===== config.mk =====
export PLATFORM = sky130hd
export DESIGN_NAME = binary_to_decimal_ascii
export DESIGN_NICKNAME = d
export VERILOG_FILES = /design/src/b2da_pkg.sv /design/src/b2da_step.sv /design/src/b2da_fsm.sv /design/src/binary_to_decimal_ascii.sv
export SDC_FILE = /design/constraint.sdc
export NUM_CORES = 1
export LEC_CHECK = 0
export BUFFER_PORTS_ARGS = -buffer_cell sky130_fd_sc_hd__buf_2
export CAP_MARGIN = 20
export CORE_MARGIN = 3
export CORE_UTILIZATION = 40
export DETAILED_ROUTE_END_ITERATION = 8
export PLACE_DENSITY = 0.64
export SYNTH_ARGS = -nofsm -noshare
export SYNTH_HDL_FRONTEND = slang
export SYNTH_HIERARCHICAL = 1
export SYNTH_SLANG_ARGS = --single-unit

===== constraint.sdc =====
create_clock -name clk_i -period 3.5 [get_ports clk_i]
set_input_delay 0 -clock clk_i [delete_from_list [all_inputs] [get_ports clk_i]]
set_output_delay 0 -clock clk_i [all_outputs]
set_load 0.03 [all_outputs]

===== src/b2da_pkg.sv =====
// ----------------------------------------------------------------------------
// b2da_pkg: shared types and constants for the binary to decimal ASCII block
// Holds the sequencer state type, the control and status structs passed
// between the sequencer and the datapath, and the fixed digit constants.
// ----------------------------------------------------------------------------
`timescale 1ns / 1ps

package b2da_pkg;

  // Width of one packed BCD digit.
  localparam int unsigned DigitW = 4;

  // Upper two bits of an ASCII digit ('0' is 6'b11_0000 in six bits).
  localparam logic [1:0] AsciiDigitHi = 2'b11;

  // Sequencer states.
  typedef enum logic [1:0] {
    StIdle,
    StConvert,
    StSkip,
    StEmit
  } state_e;

  // Commands from the sequencer to the datapath.
  typedef struct packed {
    logic load;         // capture a new value and clear the digit register
    logic dabble;       // one shift-and-correct conversion step
    logic digit_shift;  // move the digit register up by one digit
  } ctrl_t;

  // Status from the datapath to the sequencer.
  typedef struct packed {
    logic top_zero;     // the leading digit of the digit register is zero
    logic ovf;          // digits were lost off the top of the digit register
  } stat_t;

endpackage


===== src/b2da_step.sv =====
// ----------------------------------------------------------------------------
// b2da_step: one shift-and-add-3 conversion step
// Corrects every BCD digit that is five or more by adding three, then shifts
// the digit string left by one bit, taking in the next binary bit. The bit
// pushed off the top digit is reported as a carry.
// ----------------------------------------------------------------------------
`timescale 1ns / 1ps

module b2da_step #(
  parameter int unsigned MAX_DIGITS = 10
) (
  input  logic [MAX_DIGITS*b2da_pkg::DigitW-1:0] bcd_i,
  input  logic                                   bit_i,
  output logic [MAX_DIGITS*b2da_pkg::DigitW-1:0] bcd_o,
  output logic                                   carry_o
);
  import b2da_pkg::*;

  localparam int unsigned BcdW = MAX_DIGITS * DigitW;

  logic [BcdW-1:0] adj;

  // Add three to each digit that would overflow past nine when doubled.
  always_comb begin
    adj = bcd_i;
    for (int i = 0; i < MAX_DIGITS; i++) begin
      if (bcd_i[i*DigitW +: DigitW] >= DigitW'(5)) begin
        adj[i*DigitW +: DigitW] = bcd_i[i*DigitW +: DigitW] + DigitW'(3);
      end
    end
  end

  // Double the corrected digits and bring in the next binary bit.
  assign {carry_o, bcd_o} = {adj, bit_i};

endmodule


===== src/b2da_fsm.sv =====
// ----------------------------------------------------------------------------
// b2da_fsm: conversion sequencer
// Runs one conversion step per input bit, skips the leading zero digits and
// then hands out the remaining digits one beat at a time.
// ----------------------------------------------------------------------------
`timescale 1ns / 1ps

module b2da_fsm #(
  parameter int unsigned VALUE_BITS = 32,
  parameter int unsigned MAX_DIGITS = 10
) (
  input  logic            clk_i,
  input  logic            rst_ni,
  input  logic            in_valid_i,
  input  logic            out_ready_i,
  input  b2da_pkg::stat_t stat_i,
  output logic            in_ready_o,
  output logic            out_valid_o,
  output logic            out_last_o,
  output b2da_pkg::ctrl_t ctrl_o
);
  import b2da_pkg::*;

  localparam int unsigned BitCntW = $clog2(VALUE_BITS + 1);
  localparam int unsigned DigCntW = $clog2(MAX_DIGITS + 1);

  state_e               state_q, state_d;
  logic [BitCntW-1:0]   bit_cnt_q, bit_cnt_d;
  logic [DigCntW-1:0]   dig_cnt_q, dig_cnt_d;
  logic                 last_step;
  logic                 skip_more;
  logic                 last_dig;

  assign last_step = (bit_cnt_q == BitCntW'(1));
  assign last_dig  = (dig_cnt_q == DigCntW'(1));
  // A leading zero is dropped unless it is the only digit left or digits
  // were already lost off the top.
  assign skip_more = stat_i.top_zero && !stat_i.ovf && !last_dig;

  // Next state.
  always_comb begin
    state_d = state_q;
    unique case (state_q)
      StIdle: begin
        if (in_valid_i) state_d = StConvert;
      end
      StConvert: begin
        if (last_step) state_d = StSkip;
      end
      StSkip: begin
        if (!skip_more) state_d = StEmit;
      end
      StEmit: begin
        if (out_ready_i && last_dig) state_d = StIdle;
      end
      default: state_d = StIdle;
    endcase
  end

  // Outputs and datapath commands.
  always_comb begin
    in_ready_o         = 1'b0;
    out_valid_o        = 1'b0;
    out_last_o         = 1'b0;
    ctrl_o             = '0;
    unique case (state_q)
      StIdle: begin
        in_ready_o  = 1'b1;
        ctrl_o.load = in_valid_i;
      end
      StConvert: begin
        ctrl_o.dabble = 1'b1;
      end
      StSkip: begin
        ctrl_o.digit_shift = skip_more;
      end
      StEmit: begin
        out_valid_o        = 1'b1;
        out_last_o         = last_dig;
        ctrl_o.digit_shift = out_ready_i;
      end
      default: begin
        in_ready_o = 1'b0;
      end
    endcase
  end

  // Bit and digit counters.
  always_comb begin
    bit_cnt_d = bit_cnt_q;
    dig_cnt_d = dig_cnt_q;
    if (ctrl_o.load) begin
      bit_cnt_d = BitCntW'(VALUE_BITS);
      dig_cnt_d = DigCntW'(MAX_DIGITS);
    end else begin
      if (ctrl_o.dabble) bit_cnt_d = bit_cnt_q - BitCntW'(1);
      if (ctrl_o.digit_shift) dig_cnt_d = dig_cnt_q - DigCntW'(1);
    end
  end

  // State and counter registers.
  always_ff @(posedge clk_i or negedge rst_ni) begin
    if (!rst_ni) begin
      state_q   <= StIdle;
      bit_cnt_q <= '0;
      dig_cnt_q <= '0;
    end else begin
      state_q   <= state_d;
      bit_cnt_q <= bit_cnt_d;
      dig_cnt_q <= dig_cnt_d;
    end
  end

endmodule


===== src/binary_to_decimal_ascii.sv =====
// ----------------------------------------------------------------------------
// binary_to_decimal_ascii: unsigned binary to decimal ASCII digit stream
// Converts one unsigned value to its decimal text, most significant digit
// first, no leading zeros, with the final digit flagged.
//
//   channel  | signals                         | beat
//   ---------+---------------------------------+-----------------------------
//   in       | in_valid_i, in_ready_o, value_i | one number
//   out      | out_valid_o, out_ready_i,       | one ASCII digit, last flag
//            | digit_char_o, last_digit_o      | on the final digit
//
// A new number is accepted only after the final digit of the previous one
// has been taken. The shared shift-and-add-3 unit runs once per input bit;
// leading zero digits are then dropped one per cycle, and each digit is one
// beat. A stalled output beat holds its digit until taken. in_ready_o is
// high only while idle.
// Reset returns the sequencer to idle; no clearing pass is needed.
// ----------------------------------------------------------------------------
`timescale 1ns / 1ps

module binary_to_decimal_ascii #(
  parameter int unsigned VALUE_BITS = 32,
  parameter int unsigned MAX_DIGITS = 10
) (
  input  logic        clk_i,
  input  logic        rst_ni,
  input  logic        in_valid_i,
  output logic        in_ready_o,
  input  logic [31:0] value_i,
  output logic        out_valid_o,
  input  logic        out_ready_i,
  output logic [5:0]  digit_char_o,
  output logic        last_digit_o
);
  import b2da_pkg::*;

  localparam int unsigned BcdW = MAX_DIGITS * DigitW;

  ctrl_t                 ctrl;
  stat_t                 stat;
  logic [VALUE_BITS-1:0] bin_q, bin_d;
  logic [BcdW-1:0]       bcd_q, bcd_d;
  logic                  ovf_q, ovf_d;
  logic [BcdW-1:0]       step_bcd;
  logic                  step_carry;

  // Sequencer.
  b2da_fsm #(
    .VALUE_BITS (VALUE_BITS),
    .MAX_DIGITS (MAX_DIGITS)
  ) u_fsm (
    .clk_i       (clk_i),
    .rst_ni      (rst_ni),
    .in_valid_i  (in_valid_i),
    .out_ready_i (out_ready_i),
    .stat_i      (stat),
    .in_ready_o  (in_ready_o),
    .out_valid_o (out_valid_o),
    .out_last_o  (last_digit_o),
    .ctrl_o      (ctrl)
  );

  // Shared conversion unit.
  b2da_step #(
    .MAX_DIGITS (MAX_DIGITS)
  ) u_step (
    .bcd_i   (bcd_q),
    .bit_i   (bin_q[VALUE_BITS-1]),
    .bcd_o   (step_bcd),
    .carry_o (step_carry)
  );

  // Datapath next values.
  always_comb begin
    bin_d = bin_q;
    bcd_d = bcd_q;
    ovf_d = ovf_q;
    if (ctrl.load) begin
      bin_d = VALUE_BITS'(value_i);
      bcd_d = '0;
      ovf_d = 1'b0;
    end else if (ctrl.dabble) begin
      bin_d = bin_q << 1;
      bcd_d = step_bcd;
      ovf_d = ovf_q | step_carry;
    end else if (ctrl.digit_shift) begin
      bcd_d = bcd_q << DigitW;
    end
  end

  // Datapath registers carry payload only.
  always_ff @(posedge clk_i) begin
    bin_q <= bin_d;
    bcd_q <= bcd_d;
    ovf_q <= ovf_d;
  end

  // Status back to the sequencer.
  assign stat.top_zero = (bcd_q[BcdW-1 -: DigitW] == '0);
  assign stat.ovf      = ovf_q;

  // The leading digit of the digit register is the current output beat.
  assign digit_char_o = {AsciiDigitHi, bcd_q[BcdW-1 -: DigitW]};

endmodule


==> results of run 1 <==
power by group:
part | internal, mW | switching, mW | leakage [nW]
sequential | 1.02 | 0 | 0.877
clock | 0.556 | 0.402 | 0.147
combinational | 0.0377 | 0.0163 | 1.38
total | 1.61 | 0.418 | 2.40
final timing paths:
kind | slack, ns | to | cells past startpoint | from
min reg2reg | 0.46 | ovf_q | 2 | ovf_q
min | 0.04 | u_fsm/bit_cnt_q[5] | 3 | in_valid_i
max in group asynchronous | 3.22 | u_fsm/dig_cnt_q[2] | 2 | rst_ni
max | 1.33 | bcd_q[15] | 7 | u_fsm/state_q[0]
max reg2reg | 1.33 | bcd_q[15] | 7 | u_fsm/state_q[0]
min in group asynchronous | 0.06 | u_fsm/bit_cnt_q[2] | 2 | rst_ni
critical path, stage by stage, from the launching register on:
cell                       delay [ns]
sky130_fd_sc_hd__dfrtp_1         0.40
sky130_fd_sc_hd__inv_1           0.13
sky130_fd_sc_hd__ha_1            0.20
sky130_fd_sc_hd__nand2_1         0.16
sky130_fd_sc_hd__inv_2           0.09
sky130_fd_sc_hd__buf_4           0.40
sky130_fd_sc_hd__buf_4           0.50
sky130_fd_sc_hd__a211oi_1        0.09
through the flow:
step                std cells  utilization  setup slack [ns]  cell area [um2]  hold WS, ns
floorplan                 492            -              1.05             4990       -0.296
CTS                       727        0.488              1.32             5910       0.0153
global placement          678        0.436              1.41             5280       -0.108
finish                    727        0.488              1.33             5910       0.0429
detailed placement        678        0.436              1.33             5280       -0.106
global route              727        0.488              1.12             5910       0.0555
flip-flops by register name (all words and copies together) (netlist names):
signal and flops:
bcd_q 40, u_fsm/dig_cnt_q 4, bin_q 32, ovf_q 1
u_fsm/state_q 2, u_fsm/bit_cnt_q 6
cells in the final DEF (no fill, tap or decap), drive strengths merged, types with 3 or more instances in the layout:
master,count
nand2b,20
inv,32
ha,29
nor2,20
nand2,50
and2,3
edfxtp,32
nor2b,36
a21oi,17
nor3,3
dfrtp,12
mux2i,47
or3b,4
buf,46
a211oi,37
mux2,32
o21ai,23
dfxtp,41
dlygate4sd3,33
clkbuf,9
xnor2,15
layer usage:
metal	vias to the layer above	track usage	routed length [um]
met2	40	0.247	4620
met1	1680	0.175	4530
met5	-	0	0
met4	0	0.0410	118
met3	8	0.0428	238
li1	1830	-	-
cell type report:
cell class / count / area [um2] / share of cell area
timing repair buffer: 79 / 571 / 0.0965
tap: 168 / 210 / 0.0356
multi-input combinational: 350 / 2640 / 0.447
clock inverter: 7 / 71.3 / 0.0121
inverter: 29 / 109 / 0.0184
sequential: 85 / 2080 / 0.352
clock buffer: 9 / 225 / 0.0381
kinds of logic after synthesis:
group,Yosys count,share of synthesized area
AO/OA/AOI/OAI,80,0.109
XOR/XNOR,16,0.0281
adder cells (fa/ha/maj),29,0.0727
buffers and inverters,57,0.0557
flip-flops,85,0.417
multiplexers,79,0.167
other,1,0.000751
AND/OR/NAND/NOR,144,0.149
==> run metrics, run 1 <==
status completed; VDD IR-drop max around 0.24 mV; ratio of total power to cell area around 340 nW/um2; final-stage net count 619; average wire per cell in the routed design 13.1 um; clock latency at the later pin of the worst-skew pair 0.34 ns; Most used DFF post-synth sky130_fd_sc_hd__dfxtp_1; Final Cycle Share 0.621; vias in the first global route 3542; global-route usage over all layers 0.144; Distinct cells, synth 42; mean cell area of the mapped netlist 10.2 um2; number of buffers created by CTS 9; critical path start-end classification reg -> reg; final setup violation count 0; capturing element type of the critical path register; #FFs+latches synth 85; register clock-pin slew on the reported worst setup and hold paths around 0.060 ns; initial DRC count 202; fraction of synthesis flops using an asynchronous set or reset pin 0.141; required time worst endpoint about 3.7 ns; post-CTS setup buffer count 0; Die X-Extent 118 um; vias per inst 4.89; first-pass GRT wire length 16600 um; TritonCTS clock tree done; standard cell core area 12100 um2; relative slew slack 0.500; DRT Pass-1 Iters 4; Post-Synthesis Cells 491; Max Slew Vio Count 0; RD Place Congestion 0.757; Leak Pwr about 2.4 nW; total chip power 2.03 mW; initial antenna violation count 0; cts-stage hold buffer count 33; aggregate negative setup slack 0 ns; synth top area cells sky130_fd_sc_hd__edfxtp_1 19%, sky130_fd_sc_hd__dfxtp_1 16%, sky130_fd_sc_hd__mux2i_1 9.4%; DP Wirelength 5750 um; number of DRC violations after detailed routing 0; maximum number of pins on one net before global-route repair 54; num ports 45; most used standard cells in the synthesized netlist 50 x sky130_fd_sc_hd__nand2_1, 47 x sky130_fd_sc_hd__mux2i_1, 41 x sky130_fd_sc_hd__dfxtp_1; register area share after synthesis 0.417; critical path startpoint category register; master cell of the clock root buffer sky130_fd_sc_hd__clkbuf_16; top cell type's share of synthesized area 0.193; arrival time of data at the critical path endpoint 2.35 ns; total wire length after detailed routing approximately 9500 um; H-Tree Level Count 3; Synthesis Warnings 6; largest area contributor in the synthesized netlist sky130_fd_sc_hd__edfxtp_1; antenna cell count 0; count of buffers inserted at the top-level ports 42; number of max-capacitance violations reported 0; number of enable-type register cells in the synthesized netlist 32; total of cells resized after clock tree synthesis 0; TritonCTS sink count 85; starting density of the core 0.412; layout cell share with drive strength beyond 1 0.197; via count of the routed design 3558; most common cell in the netlist sky130_fd_sc_hd__nand2_1; crit-path max FO 41; antenna violation net count after detailed routing 0; minimum clock period around 2.2 ns; unrepaired setup endpoints after global routing false; Max clock buf depth 2; min-delay worst type in -> reg; number of hold violations in the final report 0; Die Height between 100 and 150 um; Clock Skew 0.0113 ns; row count 40; maximum clock frequency 460 MHz; DIE AREA 13900 um2; Congestion Overflow GR 0; filler cell count 1133; transition time at the pin with the least slew margin about 0.75 ns; Syn-to-layout area delta 18.4%; Post-Synthesis Cell Area 4990 um2
No activity file was read; power rests on OpenSTA's default activity.
==> run 2: changes to the inputs <==
- PLACE_DENSITY: 0.64 -> 0.67
- clock period: 3.5 -> 1.9 ns (I/O delays scaled with it)
==> run metrics, run 2 (same netlist as run 1, synthesis figures left out) <==
slowest cell on the critical path sky130_fd_sc_hd__dfrtp_1 (was sky130_fd_sc_hd__buf_4); RD Place Congestion 0.808 (was 0.757); Die X-Extent 118 um (unchanged); DP Wirelength 6360 um (was 5750 um); count of buffers inserted at the top-level ports 42 (unchanged); arrival time of data at the critical path endpoint 2.12 ns (was 2.35 ns); instance area after placement 5410 um2 (was 5280 um2); average wire per cell in the routed design 14.4 um (was 13.1 um); Die Height 118 um (unchanged); met2 capacity usage during global routing 0.257 (was 0.247); antenna violation net count after detailed routing 0 (unchanged); maximum clock frequency 526 MHz (was 460 MHz); layout cell share with drive strength beyond 1 0.238 (was 0.197); max FFs per register 40 (unchanged); total wire length after detailed routing 10700 um (was 9500 um); VDD IR-drop max 0.382 mV (was 0.239 mV); initial DRC count 226 (was 202); critical path startpoint category register (unchanged); Global Route met1 Usage 0.190 (was 0.175); buffering stage count on the worst path with inverters included 3 (was 4); Syn-to-layout area delta 24.8% (was 18.4%); TritonCTS clock tree done (unchanged); vias per inst 5.05 (was 4.89); num ports 45 (unchanged); status finished with violations (was completed); first-pass GRT wire length 17500 um (was 16600 um); max incr delay on CP 0.41 ns (was 0.50 ns); min-delay worst type in -> async (was in -> reg); register clock-pin slew on the reported worst setup and hold paths 0.07 ns (was 0.06 ns); number of max-capacitance violations reported 0 (unchanged); antenna cell count 0 (unchanged); largest registers in the final layout bcd_q: 40 flops, bin_q: 32 flops, u_fsm/bit_cnt_q: 6 flops (unchanged); vias in the first global route 3722 (was 3542); maximum number of pins on one net before global-route repair 37 (was 54); ratio of total power to cell area 610 nW/um2 (was 344 nW/um2); worst-case setup margin in the final layout -0.000993 ns (was 1.33 ns); Most Used Layer, Global Route met2 (unchanged); final-stage net count 635 (was 619); Worst path top cell family by delay buffers and inverters (unchanged); required time worst endpoint 2.12 ns (was 3.68 ns); Finished Cell Area 6230 um2 (was 5910 um2); Leak Pwr 2.52 nW (was 2.40 nW); Clock Skew 0.0111 ns (was 0.0113 ns); master cell of the clock root buffer sky130_fd_sc_hd__clkbuf_16 (unchanged); global-route usage over all layers 0.153 (was 0.144); final setup violation count 1 (was 0); H-Tree Level Count 3 (unchanged); starting density of the core 0.412 (unchanged); Biggest register bcd_q (unchanged); number of DRC violations after detailed routing 0 (unchanged); cell-by-cell listing of the critical path inv_2 -> ha_2 -> nand3b_1 -> o21ai_4 -> buf_12 -> buf_16 -> mux2i_1 -> a211oi_1 (was inv_1 -> ha_1 -> nand2_1 -> inv_2 -> buf_4 -> buf_4 -> a211oi_1); TritonCTS sink count 85 (unchanged); critical path start-end classification reg -> reg (unchanged); crit-path max FO 8 (was 41); Max clock buf depth 2 (unchanged); most common cell after layout, fill and taps aside sky130_fd_sc_hd__nand2_1 (unchanged); via count of the routed design 3752 (was 3558); Final Cycle Share 1.00 (was 0.621); Max Slew Vio Count 0 (unchanged); final core utilization 0.514 (was 0.488); DIE AREA 13900 um2 (unchanged); number of buffers created by CTS 9 (unchanged); violations in the final reports setup timing; number of hold violations in the final report 0 (unchanged); GR Util met3 0.0356 (was 0.0428); clock latency at the later pin of the worst-skew pair 0.35 ns (was 0.34 ns); row count 40 (unchanged); DRT Pass-1 Iters 4 (unchanged); capturing element type of the critical path register (unchanged); Congestion Overflow GR 0 (unchanged); commonest cells after routing, fill and taps aside 49 x sky130_fd_sc_hd__nand2_1, 44 x sky130_fd_sc_hd__mux2i_1, 42 x sky130_fd_sc_hd__buf_2 (was 50 x sky130_fd_sc_hd__nand2_1, 47 x sky130_fd_sc_hd__mux2i_1, 42 x sky130_fd_sc_hd__buf_2); minimum clock period 1.90 ns (was 2.17 ns); initial antenna violation count 0 (unchanged); standard cell core area 12100 um2 (unchanged)
-- run 2: cell types whose count changed in the layout (fill, tap and decap cells not counted), moves of 3 or more --
cell | before | now
sky130_fd_sc_hd__clkbuf_16 | 9 | 12
sky130_fd_sc_hd__inv_1 | 27 | 24
sky130_fd_sc_hd__buf_4 | 4 | 10
sky130_fd_sc_hd__buf_12 | 0 | 4
sky130_fd_sc_hd__a211oi_2 | 0 | 4
sky130_fd_sc_hd__mux2i_1 | 47 | 44
sky130_fd_sc_hd__a211oi_1 | 37 | 33
-- run 2: stage by stage --
step                cells  setup WS (ns)  hold slack [ns]  setup TNS (ns)  power, mW
detailed placement    685         0.0830           -0.103               0       1.97
finish                743      -0.000993           0.0531       -0.000993       3.80
global route          743        -0.0966           0.0742          -0.249       3.92
CTS                   735         0.0516           0.0458               0       3.82
global placement      685          0.141          -0.0994               0       1.96
floorplan             492         0.0309           -0.296               0       1.93
-- run 2: worst paths after layout --
kind | to | cells after the start | from | slack, ns
max | bcd_q[15] | 8 | u_fsm/state_q[0] | -0.001
min | u_fsm/bit_cnt_q[3] | 2 | rst_ni | 0.05
max reg2reg | bcd_q[15] | 8 | u_fsm/state_q[0] | -0.001
min reg2reg | ovf_q | 2 | ovf_q | 0.47
max in group asynchronous | u_fsm/dig_cnt_q[2] | 2 | rst_ni | 1.62
min in group clk_i | u_fsm/state_q[0] | 4 | out_ready_i | 0.14
-- run 2: what timing repair did --
item / 4_1_cts / 5_1_grt
buffers inserted: 0 / 5
hold buffers: 34 / 0
endpoints found under the hold margin: 46 / 0
resized for setup: 0 / 13
endpoints found under the setup margin: 0 / 22
-- run 2: where the power goes --
part	total [mW]	internal [mW]	leakage (nW)	switching, mW
Combinational	0.104	0.0710	1.50	0.0326
Clock	1.82	1.03	0.145	0.784
Sequential	1.88	1.88	0.877	0
Total	3.80	2.98	2.52	0.816
-- run 2: area by class of cell --
class / count / area, um2
inverter: 29 / 110
clock buffer: 10 / 229
tap: 168 / 210
timing repair buffer: 95 / 820
clock inverter: 6 / 68.8
multi-input combinational: 350 / 2710
sequential: 85 / 2080
fill: 1077 / 5880
-- run 2: worst register-to-register path: stages (launching register included) --
cell and delay (ns):
sky130_fd_sc_hd__dfrtp_1 0.41, sky130_fd_sc_hd__inv_2 0.10, sky130_fd_sc_hd__ha_2 0.18, sky130_fd_sc_hd__nand3b_1 0.16, sky130_fd_sc_hd__o21ai_4 0.22, sky130_fd_sc_hd__buf_12 0.16
sky130_fd_sc_hd__buf_16 0.15, sky130_fd_sc_hd__mux2i_1 0.26, sky130_fd_sc_hd__a211oi_1 0.12
-- run 2: routing by layer --
metal | wire (um) | share of wire | vias to the layer above
li1 | - | - | 1867
met1 | 4850 | 0.45 | 1817
met2 | 5330 | 0.50 | 49
met3 | 284 | 0.027 | 19
met4 | 256 | 0.024 | 0
met5 | 0 | 0 | -
